--- src/rtl/hsd_stack_mem.sv ---
// Build stack storage: open parent index plus next child side.
// One write and one registered read per cycle. No dependencies.
`default_nettype none

module hsd_stack_mem #(
    parameter int STACK_DEPTH = 256,
    parameter int SP_W = 8,
    parameter int DATA_W = 10
) (
    input  wire               clk,
    input  wire               we,
    input  wire  [SP_W-1:0]   waddr,
    input  wire  [DATA_W-1:0] wdata,
    input  wire               re,
    input  wire  [SP_W-1:0]   raddr,
    output logic [DATA_W-1:0] rdata
);

    logic [DATA_W-1:0] mem [STACK_DEPTH];

    always_ff @(posedge clk)
    begin
        if (we)
            mem[waddr] <= wdata;
        if (re)
            rdata <= mem[raddr];
    end

endmodule

`default_nettype wire

--- config.mk ---
export PLATFORM = sky130hd
export DESIGN_NAME = hsd_stack_mem
export DESIGN_NICKNAME = d
export VERILOG_FILES = /design/src/rtl/hsd_stack_mem.sv
export SDC_FILE = /design/constraint.sdc
export NUM_CORES = 2
export LEC_CHECK = 0
export BUFFER_PORTS_ARGS = -buffer_cell sky130_fd_sc_hd__clkbuf_2
export CAP_MARGIN = 0
export CELL_PAD_IN_SITES_DETAIL_PLACEMENT = 0
export CELL_PAD_IN_SITES_GLOBAL_PLACEMENT = 1
export CORE_AREA = 2 2 579 581
export DETAILED_ROUTE_END_ITERATION = 12
export DIE_AREA = 0 0 581 583
export PLACE_DENSITY_LB_ADDON = 0.1
export SLEW_MARGIN = 0
export SYNTH_ARGS = -nofsm -noshare
export SYNTH_HDL_FRONTEND = slang
export SYNTH_SLANG_ARGS = --single-unit
--- constraint.sdc ---
create_clock -name clk -period 2.3 [get_ports clk]
set_input_delay 0.115 -clock clk [delete_from_list [all_inputs] [get_ports clk]]
set_output_delay 0.115 -clock clk [all_outputs]
set_load 0.02 [all_outputs]
==> run metrics <==
Peak VDD IR approximately 0.66 mV; vias in the first global route 53600; number of I/O port buffers 38; async set-reset flop share out of synthesis 0%; most common cell in the netlist edfxtp_1; Hold WS between 0.1 and 0.15 ns; Die X 581 um; Yosys reg bits about 2600; synth cell count leaders 2570 x edfxtp_1, 495 x mux4_2, 292 x nor2_1; worst setup path endpoint rdata[9]; Longest Clk Path Bufs 4; dpl cell area between 100000 and 150000 um2; largest net degree at the start of global routing 90; synth warn 0; reg-to-reg endpoint rdata[9]; crit path cell chain buf_8 -> buf_12 -> buf_12 -> buf_4 -> mux2i_1 -> o221ai_1 -> buf_4 -> a21oi_1 -> o32ai_1 -> nor3_2 -> nor4_1; Leak between 30 and 40 nW; failing checks negative setup slack; Worst setup EP type flop; routed via count 51400; Mapped Area 99400 um2; Die Height just under 600 um; Site Rows between 200 and 250; Initial Utilization roughly 30%; Final period util 105%; Placed Cells ~9800; Worst Clk Skew around 0.04 ns; clk sink count approximately 2600; Pins Over Slew Limit 0; crit path kind input port to flop; endpoints failing setup 2; GRT Max-Usage Layer met2; clk slew on worst S/H paths ~0.060 ns; synth unique cells 52; biggest area consumer among synthesized cells edfxtp_1; fin area roughly 120000 um2; CP Launch Type input port; H-tree levels 5; fmax between 400 and 500 MHz; initial DRC count between 4000 and 5000; Tot GR Track Use between 10% and 20%; crit path max-delay cell type a21oi_1; worst path required time 2.91 ns; GP Congestion between 0.7 and 0.8; net count after synthesis approximately 4700; count of flip-flops with a built-in enable after synthesis around 2600; first-pass GRT wire length 446000 um; Inserted Clock Buffers 299; Power Density 848 nW/um2; post-CTS setup repair buffer count 0; placed wire-length estimate about 210000 um; vias per inst between 4 and 5; Area growth syn-to-layout 24.1%; CTS tree yes; met1 usage between 20% and 30%; outcome complete, but fails checks; final hold viol count 0; drt wl/cell 31.2 um; Non-Filler Instances 10400; main flop type after synthesis edfxtp_1; MaxCap Viol Count 0; crit-path max cell delay 0.60 ns; WL final between 300000 and 400000 um; DRC viols 0; crit path from raddr[0]; nets ~5800; min Tclk post-route about 2.4 ns; clock latency at the later pin of the worst-skew pair ~0.91 ns; Root Driver clkbuf_16; Core Area between 300000 and 400000 um2; post-route ant nets 0; Yosys top cell area share just under 80%; M2 GR Usage a little under a third; worst min path class input port to flop; worst setup margin -0.104 ns; met3 Resource Use GR under 10%; unrepaired setup endpoints after global routing true; crit-path max FO 26; RR Startpoint mem[127][9]; FF-to-FF path depth 7; GR Overflow Total 0; synth top area cells edfxtp_1 78%, mux4_2 11%, mux2i_1 2.1%; relative slew slack 34.8%; R2R setup slack -0.07 ns; synthesized area per cell between 20 and 25 um2; die area around 340000 um2; drt pass-1 iters 7; sequential-to-total area share from yosys stat 77.7%; Syn Inst Count 4642; Slew @ Worst Pin between 0.9 and 1 ns; CP arrival 3.01 ns; I/O pins 39; initial antenna violation count 22; share of layout cells above drive strength 1 between 30% and 40%; Fillers about 31000
-- power breakdown --
group / internal, mW / switching, mW / total (mW)
registers: 51.7 / 0.0854 / 51.7
logic: 2.59 / 3.92 / 6.51
clock network: 26.9 / 19.5 / 46.4
total: 81.2 / 23.5 / 105
-- worst max-delay path: cells and delay by family --
kind	cells	cell delay, ns
simple gates	2	0.34
mux	1	0.30
compound gates	3	0.97
buf+inv	5	1.20
-- metrics by stage --
step	utilization, %	power, mW	setup slack (ns)	setup TNS, ns
finish	37.1	105	-0.104	-0.130
global route	37.1	108	-0.0901	-0.344
CTS	37.0	106	-0.0601	-0.143
detailed placement	33.9	59.1	-1.29	-10.63
global placement	33.9	59.1	-1.32	-10.64
floorplan	-	55.2	0.105	0
-- state kept, by name (all words and copies together) (netlist names) --
| register | flops |
|---|---|
| rdata | 10 |
| mem | 2560 |
-- cell type report --
cell class | count | area [um2] | share of cell area [%]
diodes | 9 | 22.5 | 0.0183
clock inverters | 169 | 1610 | 1.31
flip-flops and latches | 2570 | 77200 | 62.6
clock buffers | 361 | 7800 | 6.32
repair buffers | 1067 | 9910 | 8.04
well taps | 4387 | 5490 | 4.45
multi-input cells | 1785 | 21300 | 17.3
inverters | 3 | 11.3 | 0.00913
-- logic make-up (layout without fill, tap and decap cells) --
kind of cell / Yosys count / after routing / synth area share (%)
other: 0 / 9 / 0
multiplexers: 746 / 746 / 14.4
AO/OA/AOI/OAI: 525 / 525 / 3.70
buffers and inverters: 287 / 1600 / 1.88
flip-flops: 2570 / 2570 / 77.7
AND/OR/NAND/NOR: 514 / 514 / 2.32
-- metal layers --
metal  vias to the layer above  share of wire [%]
li1                      21800                  -
met1                     27900                 45
met2                      1279                 47
met3                       404                5.2
met4                         0                2.8
met5                         -                  0
-- placed cells by master, fill, tap and decap left out, types with 9 or more instances in the layout --
cell type	count
edfxtp_1	2570
buf_4	861
mux4_2	501
clkbuf_16	303
nor2_1	289
mux2i_1	208
a22oi_1	168
buf_12	143
a21oi_1	94
clkinv_1	66
clkbuf_1	58
o22ai_1	50
clkinv_2	48
nand2_1	44
o221ai_1	40
mux4_1	35
nand3_1	30
bufinv_16	24
a22oi_2	23
clkbuf_2	23
dlygate4sd3_1	21
nor2b_1	19
a21oi_2	16
nor3_1	15
nor4_2	14
a22o_1	13
buf_8	12
nand2b_1	11
nor3_2	11
nand4_1	11
a31oi_1	10
clkinv_8	10
diode_2	9
a221oi_1	9
nand3_2	9
-- worst min-delay path by stage --
stage	end	depth (start not counted)	start	slack (ns)
final	mem[147][5]	4	we	0.13
after global placement	mem[70][7]	1	wdata[7]	0.52
after CTS	mem[147][5]	4	we	0.04
after floorplan	mem[0][0]	0	wdata[0]	0.21
after detailed placement	mem[70][7]	1	wdata[7]	0.52
after global routing	mem[163][8]	4	waddr[0]	0.13
-- what timing repair did --
action / in CTS / in global routing
endpoints found under the setup margin: 10 / 19
hold buffers: 21 / 0
gates resized for setup: 127 / 46
endpoints found under the hold margin: 2055 / 0
pin swaps: 35 / 26
No activity file was read; power rests on OpenSTA's default activity.
